--- config.mk ---
export PLATFORM = sky130hd
export DESIGN_NAME = encoder_frame_crc_speed_flat
export DESIGN_NICKNAME = d
export VERILOG_FILES = /design/src/hw/rtl/efcs_pkg.sv /design/src/hw/rtl/efcs_ifs.sv /design/src/hw/rtl/efcs_front.sv /design/src/hw/rtl/efcs_queue.sv /design/src/hw/rtl/efcs_back.sv /design/src/hw/rtl/encoder_frame_crc_speed.sv /design/src/flat_wrapper.sv
export SDC_FILE = /design/constraint.sdc
export NUM_CORES = 1
export LEC_CHECK = 0
export BUFFER_PORTS_ARGS = -buffer_cell sky130_fd_sc_hd__buf_2
export CORE_ASPECT_RATIO = 1.1
export CORE_UTILIZATION = 58
export DETAILED_ROUTE_END_ITERATION = 6
export GPL_TIMING_DRIVEN = 0
export PLACE_DENSITY_LB_ADDON = 0.25
export SLEW_MARGIN = 20
export SYNTH_ARGS = -nofsm -noshare
export SYNTH_HDL_FRONTEND = slang
export SYNTH_SLANG_ARGS = --single-unit
--- constraint.sdc ---
create_clock -name clk -period 16.2 [get_ports clk]
set_input_delay 1.62 -clock clk [delete_from_list [all_inputs] [get_ports clk]]
set_output_delay 1.62 -clock clk [all_outputs]
set_load 0.05 [all_outputs]
--- src/hw/rtl/efcs_pkg.sv ---
// Shared constants and the CRC-6 function for the encoder frame CRC and speed block.
// No dependencies; imported by the interfaces and every module.
`default_nettype none

package efcs_pkg;

    localparam int STATUS_W      = 4;
    localparam int CRC_W         = 6;
    localparam int SPEED_W       = 22;
    localparam int PAYLOAD_MAX_W = 22;

    localparam logic [CRC_W:0] CRC_POLY = 7'h43;

    // Filter numerator bounds that still map onto the saturated speed range
    localparam int NUM_HI  = 20971519;
    localparam int NUM_LO  = -20971529;
    localparam int MAG_W   = 25;

    // Divide by ten: multiply by ceil(2^35 / 10) and keep bits 35 and up
    localparam int          RECIP_W     = 32;
    localparam logic [31:0] RECIP_TEN   = 32'hCCCC_CCCD;
    localparam int          RECIP_SHIFT = 35;

    // MSB first, initial value zero; leading zero bits leave the CRC at zero
    function automatic logic [CRC_W-1:0] crc6_calc(input logic [PAYLOAD_MAX_W-1:0] bits);
        logic [CRC_W-1:0] crc;
        logic             fb;
        crc = '0;
        for (int i = PAYLOAD_MAX_W - 1; i >= 0; i--)
        begin
            fb  = crc[CRC_W-1] ^ bits[i];
            crc = {crc[CRC_W-2:0], 1'b0};
            if (fb)
            begin
                crc = crc ^ CRC_POLY[CRC_W-1:0];
            end
        end
        return crc;
    endfunction

endpackage

`default_nettype wire

--- src/hw/rtl/efcs_ifs.sv ---
// Valid/ready channel interfaces: raw frames in, checked items between stages,
// decoded results out. Depends on efcs_pkg.
`default_nettype none

interface efcs_frame_if #(parameter int ANGLE_BITS = 14);
    import efcs_pkg::*;
    logic                                  valid;
    logic                                  ready;
    logic [ANGLE_BITS+STATUS_W+CRC_W-1:0]  frame;
    modport source (output valid, output frame, input ready);
    modport sink   (input valid, input frame, output ready);
endinterface

interface efcs_item_if #(parameter int ANGLE_BITS = 14);
    import efcs_pkg::*;
    logic                  valid;
    logic                  ready;
    logic [ANGLE_BITS-1:0] angle;
    logic [STATUS_W-1:0]   status;
    logic                  crc_ok;
    modport source (output valid, output angle, output status, output crc_ok, input ready);
    modport sink   (input valid, input angle, input status, input crc_ok, output ready);
endinterface

interface efcs_result_if #(parameter int ANGLE_BITS = 14);
    import efcs_pkg::*;
    logic                         valid;
    logic                         ready;
    logic [ANGLE_BITS-1:0]        angle_counts;
    logic [STATUS_W-1:0]          magnet_status;
    logic                         crc_ok;
    logic signed [ANGLE_BITS-1:0] angle_step;
    logic signed [SPEED_W-1:0]    speed_estimate;
    modport source (output valid, output angle_counts, output magnet_status, output crc_ok,
                    output angle_step, output speed_estimate, input ready);
    modport sink   (input valid, input angle_counts, input magnet_status, input crc_ok,
                    input angle_step, input speed_estimate, output ready);
endinterface

`default_nettype wire

--- src/hw/rtl/efcs_front.sv ---
// Front stage: accepts a raw frame, checks its CRC-6 and registers the split item.
// Depends on efcs_pkg and the channel interfaces.
`default_nettype none

module efcs_front #(
    parameter int ANGLE_BITS = 14
) (
    input  logic        clk,
    input  logic        rst_n,
    efcs_frame_if.sink  frames,
    efcs_item_if.source item
);
    import efcs_pkg::*;

    localparam int PAYLOAD_W = ANGLE_BITS + STATUS_W;

    logic [PAYLOAD_W-1:0]  payload;
    logic [CRC_W-1:0]      crc_rx;
    logic                  accept;
    logic                  vld_reg;
    logic                  vld_next;
    logic [ANGLE_BITS-1:0] angle_reg;
    logic [STATUS_W-1:0]   status_reg;
    logic                  ok_reg;

    assign payload = frames.frame[CRC_W +: PAYLOAD_W];
    assign crc_rx  = frames.frame[CRC_W-1:0];

    assign frames.ready = !vld_reg || item.ready;
    assign accept       = frames.valid && frames.ready;
    assign vld_next     = accept || (vld_reg && !item.ready);

    always_ff @(posedge clk or negedge rst_n)
    begin
        if (!rst_n)
        begin
            vld_reg <= 1'b0;
        end
        else
        begin
            vld_reg <= vld_next;
        end
    end

    always_ff @(posedge clk)
    begin
        if (accept)
        begin
            angle_reg  <= payload[STATUS_W +: ANGLE_BITS];
            status_reg <= payload[STATUS_W-1:0];
            ok_reg     <= (crc6_calc(PAYLOAD_MAX_W'(payload)) == crc_rx);
        end
    end

    assign item.valid  = vld_reg;
    assign item.angle  = angle_reg;
    assign item.status = status_reg;
    assign item.crc_ok = ok_reg;

endmodule

`default_nettype wire

--- src/hw/rtl/efcs_queue.sv ---
// Two-entry queue of checked items between the front and back stages.
// Depends on efcs_pkg and the channel interfaces.
`default_nettype none

module efcs_queue #(
    parameter int ANGLE_BITS = 14
) (
    input  logic        clk,
    input  logic        rst_n,
    efcs_item_if.sink   wr,
    efcs_item_if.source rd
);
    import efcs_pkg::*;

    localparam int DEPTH   = 2;
    localparam int ENTRY_W = ANGLE_BITS + STATUS_W + 1;

    logic [ENTRY_W-1:0] mem_reg [DEPTH];
    logic [ENTRY_W-1:0] rd_entry;
    logic [1:0]         count_reg;
    logic [1:0]         count_next;
    logic               wr_ptr_reg;
    logic               rd_ptr_reg;
    logic               push;
    logic               pop;

    assign wr.ready = (count_reg != 2'(DEPTH));
    assign rd.valid = (count_reg != 2'd0);
    assign push     = wr.valid && wr.ready;
    assign pop      = rd.valid && rd.ready;

    always_comb
    begin
        unique case ({push, pop})
            2'b10:   count_next = count_reg + 2'd1;
            2'b01:   count_next = count_reg - 2'd1;
            default: count_next = count_reg;
        endcase
    end

    always_ff @(posedge clk or negedge rst_n)
    begin
        if (!rst_n)
        begin
            count_reg  <= 2'd0;
            wr_ptr_reg <= 1'b0;
            rd_ptr_reg <= 1'b0;
        end
        else
        begin
            count_reg <= count_next;
            if (push)
            begin
                wr_ptr_reg <= !wr_ptr_reg;
            end
            if (pop)
            begin
                rd_ptr_reg <= !rd_ptr_reg;
            end
        end
    end

    always_ff @(posedge clk)
    begin
        if (push)
        begin
            mem_reg[wr_ptr_reg] <= {wr.angle, wr.status, wr.crc_ok};
        end
    end

    assign rd_entry  = mem_reg[rd_ptr_reg];
    assign rd.angle  = rd_entry[ENTRY_W-1 -: ANGLE_BITS];
    assign rd.status = rd_entry[1 +: STATUS_W];
    assign rd.crc_ok = rd_entry[0];

endmodule

`default_nettype wire

--- src/hw/rtl/efcs_back.sv ---
// Back stage: wraps the angle step, runs the speed low-pass filter and holds
// the result register. Depends on efcs_pkg and the channel interfaces.
`default_nettype none

module efcs_back #(
    parameter int ANGLE_BITS      = 14,
    parameter int SPEED_FRAC_BITS = 8
) (
    input  logic          clk,
    input  logic          rst_n,
    efcs_item_if.sink     item,
    efcs_result_if.source results
);
    import efcs_pkg::*;

    localparam int SCALED_W = ANGLE_BITS + SPEED_FRAC_BITS;
    localparam int NUM_W    = ((SCALED_W > SPEED_W + 4) ? SCALED_W : SPEED_W + 4) + 1;
    localparam int PROD_W   = MAG_W + RECIP_W;

    localparam logic signed [NUM_W-1:0] NUM_HI_N = NUM_W'(NUM_HI);
    localparam logic signed [NUM_W-1:0] NUM_LO_N = NUM_W'(NUM_LO);

    logic                         pop;
    logic [ANGLE_BITS-1:0]        prev_angle_reg;
    logic signed [SPEED_W-1:0]    speed_reg;
    logic [ANGLE_BITS-1:0]        diff;
    logic signed [ANGLE_BITS-1:0] step;
    logic signed [NUM_W-1:0]      step_scaled;
    logic signed [NUM_W-1:0]      speed_ext;
    logic signed [NUM_W-1:0]      num;
    logic signed [NUM_W-1:0]      num_sat;
    logic signed [NUM_W-1:0]      num_mag;
    logic                         num_neg;
    logic [PROD_W-1:0]            prod;
    logic [SPEED_W-1:0]           quot;
    logic signed [SPEED_W-1:0]    speed_new;

    logic                         out_vld_reg;
    logic                         out_vld_next;
    logic [ANGLE_BITS-1:0]        out_angle_reg;
    logic [STATUS_W-1:0]          out_status_reg;
    logic                         out_ok_reg;
    logic signed [ANGLE_BITS-1:0] out_step_reg;
    logic signed [SPEED_W-1:0]    out_speed_reg;

    assign item.ready   = !out_vld_reg || results.ready;
    assign pop          = item.valid && item.ready;
    assign out_vld_next = pop || (out_vld_reg && !results.ready);

    // Modular difference read as signed gives the half-turn wrap directly
    assign diff = item.angle - prev_angle_reg;
    assign step = $signed(diff);

    assign step_scaled = NUM_W'(step) <<< SPEED_FRAC_BITS;
    assign speed_ext   = NUM_W'(speed_reg);
    assign num         = step_scaled + (speed_ext <<< 3) + speed_ext;

    // Clamp first so the quotient saturates and the divide stays narrow
    always_comb
    begin
        priority if (num > NUM_HI_N)
        begin
            num_sat = NUM_HI_N;
        end
        else if (num < NUM_LO_N)
        begin
            num_sat = NUM_LO_N;
        end
        else
        begin
            num_sat = num;
        end
    end

    assign num_neg   = num_sat[NUM_W-1];
    assign num_mag   = num_neg ? -num_sat : num_sat;
    assign prod      = num_mag[MAG_W-1:0] * RECIP_TEN;
    assign quot      = prod[RECIP_SHIFT +: SPEED_W];
    assign speed_new = num_neg ? -$signed(quot) : $signed(quot);

    always_ff @(posedge clk or negedge rst_n)
    begin
        if (!rst_n)
        begin
            out_vld_reg    <= 1'b0;
            prev_angle_reg <= '0;
            speed_reg      <= '0;
        end
        else
        begin
            out_vld_reg <= out_vld_next;
            if (pop && item.crc_ok)
            begin
                prev_angle_reg <= item.angle;
                speed_reg      <= speed_new;
            end
        end
    end

    always_ff @(posedge clk)
    begin
        if (pop)
        begin
            out_status_reg <= item.status;
            out_ok_reg     <= item.crc_ok;
            if (item.crc_ok)
            begin
                out_angle_reg <= item.angle;
                out_step_reg  <= step;
                out_speed_reg <= speed_new;
            end
            else
            begin
                // hold state, report no movement
                out_angle_reg <= prev_angle_reg;
                out_step_reg  <= '0;
                out_speed_reg <= speed_reg;
            end
        end
    end

    assign results.valid          = out_vld_reg;
    assign results.angle_counts   = out_angle_reg;
    assign results.magnet_status  = out_status_reg;
    assign results.crc_ok         = out_ok_reg;
    assign results.angle_step     = out_step_reg;
    assign results.speed_estimate = out_speed_reg;

endmodule

`default_nettype wire

--- src/hw/rtl/encoder_frame_crc_speed.sv ---
// Encoder frame decoder with CRC-6 check and low-pass speed estimate (top level).
// Depends on efcs_pkg, the channel interfaces, efcs_front, efcs_queue, efcs_back.
//
// Usage:
//   frames  - valid/ready sink of raw frames: angle, four status bits, CRC-6.
//   results - valid/ready source, one item per frame: angle, status, CRC flag,
//             wrapped angle step and filtered speed (Q SPEED_FRAC_BITS).
//   A frame with a bad CRC leaves angle and speed untouched and reports a
//   zero step; status bits are always taken from the frame.
//   Each frame passes the front register, the queue and the result register in turn.
//   Throughput: one frame per cycle while results is not stalled; the speed
//   register feeds back through a single multiply-by-reciprocal divide by
//   ten in the back stage, which closes the filter loop through that register.
//   A two-item queue sits between front and back, and the result register
//   frees as it is taken, so frames keep being accepted while a result waits.
//   When results stalls, up to four frames are held (front register, queue,
//   result register); frames.ready drops only while front and queue are full.
//   Reset clears the stored angle and speed to zero and empties the pipeline;
//   the first good frame measures its step from angle zero.
`default_nettype none

module encoder_frame_crc_speed #(
    parameter int ANGLE_BITS      = 14,
    parameter int SPEED_FRAC_BITS = 8
) (
    input  logic          clk,
    input  logic          rst_n,
    efcs_frame_if.sink    frames,
    efcs_result_if.source results
);
    import efcs_pkg::*;

    efcs_item_if #(.ANGLE_BITS(ANGLE_BITS)) front_to_queue ();
    efcs_item_if #(.ANGLE_BITS(ANGLE_BITS)) queue_to_back ();

    efcs_front #(
        .ANGLE_BITS(ANGLE_BITS)
    ) u_front (
        .clk    (clk),
        .rst_n  (rst_n),
        .frames (frames),
        .item   (front_to_queue)
    );

    efcs_queue #(
        .ANGLE_BITS(ANGLE_BITS)
    ) u_queue (
        .clk   (clk),
        .rst_n (rst_n),
        .wr    (front_to_queue),
        .rd    (queue_to_back)
    );

    efcs_back #(
        .ANGLE_BITS      (ANGLE_BITS),
        .SPEED_FRAC_BITS (SPEED_FRAC_BITS)
    ) u_back (
        .clk     (clk),
        .rst_n   (rst_n),
        .item    (queue_to_back),
        .results (results)
    );

endmodule

`default_nettype wire

--- src/flat_wrapper.sv ---
// flat-port wrapper written by rule: the top's interface ports become plain ports
module encoder_frame_crc_speed_flat import efcs_pkg::*;
#(
    parameter int ANGLE_BITS      = 14,
    parameter int SPEED_FRAC_BITS = 8
)
  (clk, rst_n, frames_valid, frames_frame, frames_ready, results_valid, results_angle_counts, results_magnet_status, results_crc_ok, results_angle_step, results_speed_estimate, results_ready);
  efcs_frame_if #(.ANGLE_BITS(ANGLE_BITS)) frames_i ();
  efcs_result_if #(.ANGLE_BITS(ANGLE_BITS)) results_i ();
  input  logic clk;
  input  logic rst_n;
  input wire logic [$bits(frames_i.valid)-1:0] frames_valid;
  input wire logic [$bits(frames_i.frame)-1:0] frames_frame;
  output wire logic [$bits(frames_i.ready)-1:0] frames_ready;
  output wire logic [$bits(results_i.valid)-1:0] results_valid;
  output wire logic [$bits(results_i.angle_counts)-1:0] results_angle_counts;
  output wire logic [$bits(results_i.magnet_status)-1:0] results_magnet_status;
  output wire logic [$bits(results_i.crc_ok)-1:0] results_crc_ok;
  output wire logic [$bits(results_i.angle_step)-1:0] results_angle_step;
  output wire logic [$bits(results_i.speed_estimate)-1:0] results_speed_estimate;
  input wire logic [$bits(results_i.ready)-1:0] results_ready;
  assign frames_i.valid = frames_valid;
  assign frames_i.frame = frames_frame;
  assign frames_ready = frames_i.ready;
  assign results_valid = results_i.valid;
  assign results_angle_counts = results_i.angle_counts;
  assign results_magnet_status = results_i.magnet_status;
  assign results_crc_ok = results_i.crc_ok;
  assign results_angle_step = results_i.angle_step;
  assign results_speed_estimate = results_i.speed_estimate;
  assign results_i.ready = results_ready;
  encoder_frame_crc_speed #(.ANGLE_BITS(ANGLE_BITS), .SPEED_FRAC_BITS(SPEED_FRAC_BITS)) u_core (.clk(clk), .rst_n(rst_n), .frames(frames_i), .results(results_i));
endmodule
==> impl_metrics.yaml, run 1 <==
drt:
  firstDrtPassIters: 7
  remaining_drc_errors: 6
  wl_per_cell_um: 21.50
  routed-via-count: 17080
  routed_via_density: 6.036
  postRouteWirelength_um: 60850
  antenna_left: 0
  dr.first_iter.drc_count: 1207
final_layout:
  postLayoutCellArea_mm2: 0.02452
  finalCoreUtilization_pct: 73.09
  area_delta_synth_final_pct: 22.67
  fill_cells: 2328
  fin_nets: 2877
  number_of_flip_flops_in_the_largest_register: 38
  insertedDiodeCount: 0
  drive_gt1_share_pct: 23.94
  multi_input_comb_area_mm2: 0.01550
  regArea_mm2: 0.004414
cts:
  clock_transition_at_path_regs_ns: 0.07
  clock_insertion_delay_worst_skew_ns: 0.44
  clockBufferDepth: 2
  cts_hold_buf: 0
  clock_sink_count: 154
  cts-buffers-inserted: 17
  cts_htree_levels: 4
  clockRootBuffer: "sky130_fd_sc_hd__clkbuf_16"
  clock_tree_from_tritoncts: "done"
worst_hold_path:
  hp-class: "flip-flop to flip-flop"
  hold_depth: 0
  hold_path.startpoint: "u_core.u_front.item.angle[7]"
  hold_path_end: "u_core.u_queue.mem_reg[1][12]"
sta:
  worst-slew-pin-transition_ns: 1.086
  fin_worst_skew_ns: 0.01895
  worst_slack_ns: -0.3329
  fin_worst_hold_slack_ns: 0.4532
  rsz0062_at_grt: "yes"
  final_critical_period_ns: 16.53
  timing.slew.headroom_pct: 25.56
  setup_violations: 25
  post-route-period-util_pct: 102.1
  hold_violations: 0
  timing.fmax_mhz: 60.49
  report.final.slew_viol_count: 0
setup_path:
  critical_path.reg2reg.startpoint: "u_core.u_queue.rd_ptr_reg"
  critical_path_peak_fanout: 7
  worst_setup_path_startpoint: "u_core.u_queue.rd_ptr_reg"
  endpoint_kind: "flip-flop"
  worstReg2RegEnd: "u_core.u_back.results.speed_estimate[21]"
  timing.critical_path.arrival_ns: 16.82
  regToRegSetupSlack_ns: -0.33
  cp_slowest_stage_delay_ns: 0.60
  slowest_stage: "sky130_fd_sc_hd__or4_4"
  setup.worst_path.class: "flip-flop to flip-flop"
  worstRegToRegCells: 70
  critPathRequiredTime_ns: 16.49
  cp-start-kind: "flip-flop"
floorplanning:
  start_util_pct: 59.58
  floorplan_core_area_mm2: 0.03354
  placementRows: 70
  die-width_um: 179.0
  design.portCount: 85
  chipHeight_um: 196.7
  floorplan.die_area_mm2: 0.03521
global_route:
  antenna_found_initial: 0
  track_usage_pct: 35.26
  grt_start_max_net_pins: 43
  grt_pass1_vias: 17870
  grt_overflow_total: 0
  grt_first_pass_wirelength_um: 94540
synth:
  synth.net_count: 2625
  netlist_area_mm2: 0.01999
  synth_enable_flop_cells: 112
  synth_seq_cells: 154
  synth.yosys.seq_area_share_pct: 22.09
  yosysUniqueCellTypes: 79
  avgSynthCellArea_um2: 9.370
  synth_warnings: 0
  netlist_instances: 2133
  synth_top_flop_cell: "sky130_fd_sc_hd__edfxtp_1"
  async_sr_flop_fraction_pct: 27.27
status:
  violated_checks: "DRC, setup timing"
  status: "finished with violations"
run:
  maxCapViolCount: 0
place:
  port_buffers: 84
  dp_hpwl_um: 46660
  gpl.final_weighted_congestion: 0.9789
  placedInstanceArea_mm2: 0.02115
final cells by class:
cell class	count	share of cell area, %
buffer	44	0.8778
tap	432	2.205
clock inverter	15	0.6073
clock buffer	17	1.735
sequential	154	18.00
timing repair buffer	243	7.094
inverter	409	6.272
multi-input combinational	1516	63.20
cells in the mapped netlist (12+ instances only):
cell type | number | area share (%)
sky130_fd_sc_hd__ha_1 | 263 | 16
sky130_fd_sc_hd__fa_1 | 201 | 20
sky130_fd_sc_hd__nand3_1 | 26 | 0.65
sky130_fd_sc_hd__o211ai_1 | 12 | 0.45
sky130_fd_sc_hd__xnor2_1 | 65 | 2.8
sky130_fd_sc_hd__a31oi_1 | 29 | 0.91
sky130_fd_sc_hd__nand2_1 | 109 | 2.0
sky130_fd_sc_hd__nor2_1 | 130 | 2.4
sky130_fd_sc_hd__o21bai_1 | 18 | 0.68
sky130_fd_sc_hd__or3_1 | 17 | 0.53
sky130_fd_sc_hd__o21ai_0 | 102 | 2.6
sky130_fd_sc_hd__nand4_1 | 30 | 0.94
sky130_fd_sc_hd__and3_1 | 18 | 0.56
sky130_fd_sc_hd__clkbuf_1 | 40 | 0.75
sky130_fd_sc_hd__a211oi_1 | 14 | 0.53
sky130_fd_sc_hd__dfrtp_1 | 42 | 5.3
sky130_fd_sc_hd__and2_1 | 21 | 0.66
sky130_fd_sc_hd__edfxtp_1 | 112 | 17
sky130_fd_sc_hd__inv_1 | 409 | 7.7
sky130_fd_sc_hd__a21o_1 | 67 | 2.5
sky130_fd_sc_hd__a21oi_1 | 136 | 3.4
sky130_fd_sc_hd__mux2i_1 | 24 | 1.2
sky130_fd_sc_hd__nor3_1 | 33 | 0.83
sky130_fd_sc_hd__xor2_1 | 40 | 1.8
repair_timing:
action / 4_1_cts / 5_1_grt
buffers inserted: 121 / 35
pin swaps: 149 / 108
resized for setup: 252 / 98
setup endpoints to repair: 44 / 44
gates cloned: 1 / 0
critical path, delay by kind of cell (launching register included):
family | cells | cell delay [ns]
adder cells (fa/ha/maj) | 13 | 4.97
AO/OA/AOI/OAI | 22 | 4.08
buffers and inverters | 11 | 1.03
XOR/XNOR | 3 | 0.46
multiplexers | 2 | 0.57
AND/OR/NAND/NOR | 19 | 4.89
flip-flops | 1 | 0.38
cells in the final DEF, fill, tap and decap left out, types with 9 or more instances in the layout:
| cell | netlist | final |
|---|---|---|
| sky130_fd_sc_hd__inv_1 | 409 | 393 |
| sky130_fd_sc_hd__ha_1 | 263 | 227 |
| sky130_fd_sc_hd__fa_1 | 201 | 182 |
| sky130_fd_sc_hd__buf_4 | 0 | 143 |
| sky130_fd_sc_hd__nor2_1 | 130 | 118 |
| sky130_fd_sc_hd__edfxtp_1 | 112 | 112 |
| sky130_fd_sc_hd__a21oi_1 | 136 | 109 |
| sky130_fd_sc_hd__nand2_1 | 109 | 98 |
| sky130_fd_sc_hd__buf_2 | 10 | 92 |
| sky130_fd_sc_hd__a21o_1 | 67 | 67 |
| sky130_fd_sc_hd__o21ai_0 | 102 | 66 |
| sky130_fd_sc_hd__xnor2_1 | 65 | 49 |
| sky130_fd_sc_hd__dfrtp_1 | 42 | 42 |
| sky130_fd_sc_hd__nand4_1 | 30 | 30 |
| sky130_fd_sc_hd__clkbuf_1 | 40 | 30 |
| sky130_fd_sc_hd__nor3_1 | 33 | 27 |
| sky130_fd_sc_hd__ha_4 | 0 | 27 |
| sky130_fd_sc_hd__o21ai_1 | 5 | 26 |
| sky130_fd_sc_hd__xor2_1 | 40 | 25 |
| sky130_fd_sc_hd__nand3_1 | 26 | 22 |
| sky130_fd_sc_hd__a21oi_2 | 1 | 21 |
| sky130_fd_sc_hd__a31oi_1 | 29 | 20 |
| sky130_fd_sc_hd__and2_1 | 21 | 19 |
| sky130_fd_sc_hd__fa_2 | 0 | 19 |
| sky130_fd_sc_hd__mux2i_1 | 24 | 18 |
| sky130_fd_sc_hd__clkbuf_16 | 0 | 17 |
| sky130_fd_sc_hd__buf_6 | 1 | 15 |
| sky130_fd_sc_hd__o21bai_1 | 18 | 15 |
| sky130_fd_sc_hd__o21ai_2 | 1 | 15 |
| sky130_fd_sc_hd__inv_2 | 0 | 15 |
| sky130_fd_sc_hd__and3_1 | 18 | 14 |
| sky130_fd_sc_hd__xor2_2 | 0 | 13 |
| sky130_fd_sc_hd__o211ai_1 | 12 | 12 |
| sky130_fd_sc_hd__or3_1 | 17 | 12 |
| sky130_fd_sc_hd__nor2_2 | 2 | 11 |
| sky130_fd_sc_hd__nand2_2 | 1 | 11 |
| sky130_fd_sc_hd__xnor2_2 | 0 | 11 |
| sky130_fd_sc_hd__ha_2 | 0 | 9 |
routing by layer:
| metal | vias up | wire, um | global-route usage (%) |
|---|---|---|---|
| li1 | 7754 | - | - |
| met1 | 8349 | 23230 | 42.08 |
| met2 | 737 | 30650 | 61.55 |
| met3 | 242 | 3183 | 5.015 |
| met4 | 0 | 3789 | 17.64 |
| met5 | - | 0 | 0 |
stage by stage:
stage	instances	setup slack, ns	TNS, ns
finish	2830	-0.3329	-3.968
global route	2830	-0.7706	-22.08
CTS	2798	-0.1606	-1.302
detailed placement	2652	-3.070	-109.05
global placement	2649	-2.885	-101.03
floorplan	2133	0.006683	0
cells by family after synthesis:
logic type,Yosys count,share of synthesized area (%)
adder cells (fa/ha/maj),464,36.60
AND/OR/NAND/NOR,452,11.29
AO/OA/AOI/OAI,466,15.14
multiplexers,29,1.484
XOR/XNOR,105,4.601
flip-flops,154,22.09
buffers and inverters,463,8.796
how the worst max path moves through the flow:
stage / endpoint / slack [ns] / cells past startpoint
final: u_core.u_back.results.speed_estimate[21] / -0.33 / 70
after global routing: u_core.u_back.results.speed_estimate[21] / -0.77 / 71
after CTS: u_core.u_back.results.speed_estimate[21] / -0.16 / 73
after detailed placement: u_core.u_back.results.speed_estimate[17] / -3.07 / 70
after global placement: u_core.u_back.results.speed_estimate[19] / -2.88 / 70
after floorplan: u_core.u_back.speed_reg[21] / 0.007 / 72
Power of run 1 is not shown: default switching activity piles up to over one toggle a cycle in this logic, so the estimate is an artifact.
==> run 2, diff against run 1 <==
--- a/config.mk
+++ b/config.mk
@@ -10,7 +10,7 @@
 export CORE_UTILIZATION = 58
 export DETAILED_ROUTE_END_ITERATION = 6
 export GPL_TIMING_DRIVEN = 0
-export PLACE_DENSITY_LB_ADDON = 0.25
+export PLACE_DENSITY = 0.87
 export SLEW_MARGIN = 20
 export SYNTH_ARGS = -nofsm -noshare
 export SYNTH_HDL_FRONTEND = slang
==> impl_metrics.yaml, run 2 (same netlist as run 1, synthesis figures left out) <==
sta:
  worst-slew-pin-transition_ns: 1.376
  post-route-period-util_pct: 112.2
  timing.fmax_mhz: 54.99
  hold_violations: 0
  worst_slack_ns: -1.984
  setup_violations: 42
  rsz0062_at_grt: "yes"
  report.final.slew_viol_count: 0
  fin_worst_skew_ns: 0.01024
  final_critical_period_ns: 18.18
  timing.slew.headroom_pct: 5.625
drt:
  wl_per_cell_um: 25.53
  postRouteWirelength_um: 72200
  dr.first_iter.drc_count: 2312
  firstDrtPassIters: 7
  remaining_drc_errors: 2
  antenna_left: 0
  routed-via-count: 18980
  routed_via_density: 6.710
cts:
  clock_tree_from_tritoncts: "done"
  clock_sink_count: 154
  clockBufferDepth: 2
  cts-buffers-inserted: 17
  clockRootBuffer: "sky130_fd_sc_hd__clkbuf_16"
  clock_transition_at_path_regs_ns: 0.07
  clock_insertion_delay_worst_skew_ns: 0.44
  cts_hold_buf: 0
  cts_htree_levels: 4
setup_path:
  critPathRequiredTime_ns: 16.40
  cp_common_cell: "sky130_fd_sc_hd__buf_4"
  timing.critical_path.arrival_ns: 18.39
  endpoint_kind: "flip-flop"
  critical_path_peak_fanout: 7
  cp-start-kind: "flip-flop"
  cp_slowest_stage_delay_ns: 0.86
  setup.worst_path.class: "flip-flop to flip-flop"
  slowest_stage: "sky130_fd_sc_hd__o2111ai_1"
final_layout:
  layout_common_cells: "sky130_fd_sc_hd__inv_1, sky130_fd_sc_hd__ha_1, sky130_fd_sc_hd__fa_1"
  number_of_flip_flops_in_the_largest_register: 38
  layout_commonest_cell: "sky130_fd_sc_hd__inv_1"
  multi_input_comb_area_mm2: 0.01549
  stdcell_count: 2828
  drive_gt1_share_pct: 24.12
  fin_nets: 2871
  fill_cells: 2021
  regArea_mm2: 0.004414
  area_delta_synth_final_pct: 22.59
place:
  placed_cells: 2652
  dp_hpwl_um: 46360
  port_buffers: 84
  gpl.final_weighted_congestion: 1.008
global_route:
  grt_pass1_vias: 18780
  grt_first_pass_wirelength_um: 98400
  grt_overflow_total: 0
  track_usage_pct: 36.45
  grt_start_max_net_pins: 43
  antenna_found_initial: 8
floorplanning:
  design.portCount: 85
  die-width_um: 179.0
  floorplan.die_area_mm2: 0.03521
  start_util_pct: 59.58
  placementRows: 70
  chipHeight_um: 196.7
  floorplan_core_area_mm2: 0.03354
status:
  status: "finished with violations"
  violated_checks: "DRC, setup timing"
worst_hold_path:
  hp-class: "flip-flop to flip-flop"
run:
  maxCapViolCount: 0
-- run 2: cell count changes in the layout (fill, tap and decap cells not counted), sizes merged --
cell,delta
buf,-10
clkbuf,+11
clkinvlp,+1
diode,+4
inv,-8
-- run 2: timing repair --
item                       in CTS  in global routing
cloned                          2                  1
setup endpoints to repair      44                 44
gates resized for setup       201                160
buffers inserted               99                 49
pin swaps                     100                106
-- run 2: worst max-delay path, delay by kind of cell, from the launching register on --
family          cells  cell delay [ns]
simple gates       21             5.58
flops               1             0.41
buf+inv            16             1.87
fa+ha+maj          12             4.69
mux                 2             0.62
xor+xnor            2             0.37
compound gates     19             4.35
-- run 2: final cells by class --
cell class	count	area share [%]
multi-input combinational	1516	63.21
sequential	154	18.02
timing repair buffer	235	6.925
inverter	409	6.276
tap	432	2.206
clock buffer	24	2.053
buffer	46	1.042
clock inverter	8	0.2349
antenna	4	0.04085
-- run 2: final timing paths --
| path | to | from | depth (start not counted) | slack (ns) |
|---|---|---|---|---|
| min in group asynchronous | u_core.u_back.prev_angle_reg[9] | rst_n | 1 | 1.18 |
| max | u_core.u_back.speed_reg[21] | u_core.u_queue.rd_ptr_reg | 72 | -1.98 |
| min reg2reg | u_core.u_queue.mem_reg[0][0] | u_core.u_front.item.crc_ok | 0 | 0.45 |
| max in group asynchronous | u_core.u_back.speed_reg[16] | rst_n | 1 | 14.57 |
| max reg2reg | u_core.u_back.speed_reg[21] | u_core.u_queue.rd_ptr_reg | 72 | -1.98 |
| min | u_core.u_queue.mem_reg[0][0] | u_core.u_front.item.crc_ok | 0 | 0.45 |
-- run 2: stage by stage --
| step | instance area, um^2 | utilization, % | worst slack (ns) | hold slack (ns) | TNS [ns] |
|---|---|---|---|---|---|
| 2_1_floorplan | 20110 | - | 0.006683 | 0.4215 | 0 |
| 3_3_place_gp | 21070 | 62.81 | -2.590 | 0.4225 | -90.93 |
| 3_5_place_dp | 21150 | 63.06 | -3.001 | 0.4297 | -107.85 |
| 4_1_cts | 23440 | 69.87 | 0.001156 | 0.4422 | 0 |
| 5_1_grt | 24490 | 73.01 | -2.809 | 0.4658 | -58.76 |
| 6_report | 24500 | 73.04 | -1.984 | 0.4471 | -35.25 |
-- run 2: layer usage --
layer,up-vias,GRT usage [%],share of wire (%)
li1,7744,-,-
met4,8,21.19,9.6
met1,9007,41.45,32
met3,640,6.925,12
met5,-,0,0.16
met2,1577,63.32,47
Power of run 2 is left out for the same reason.
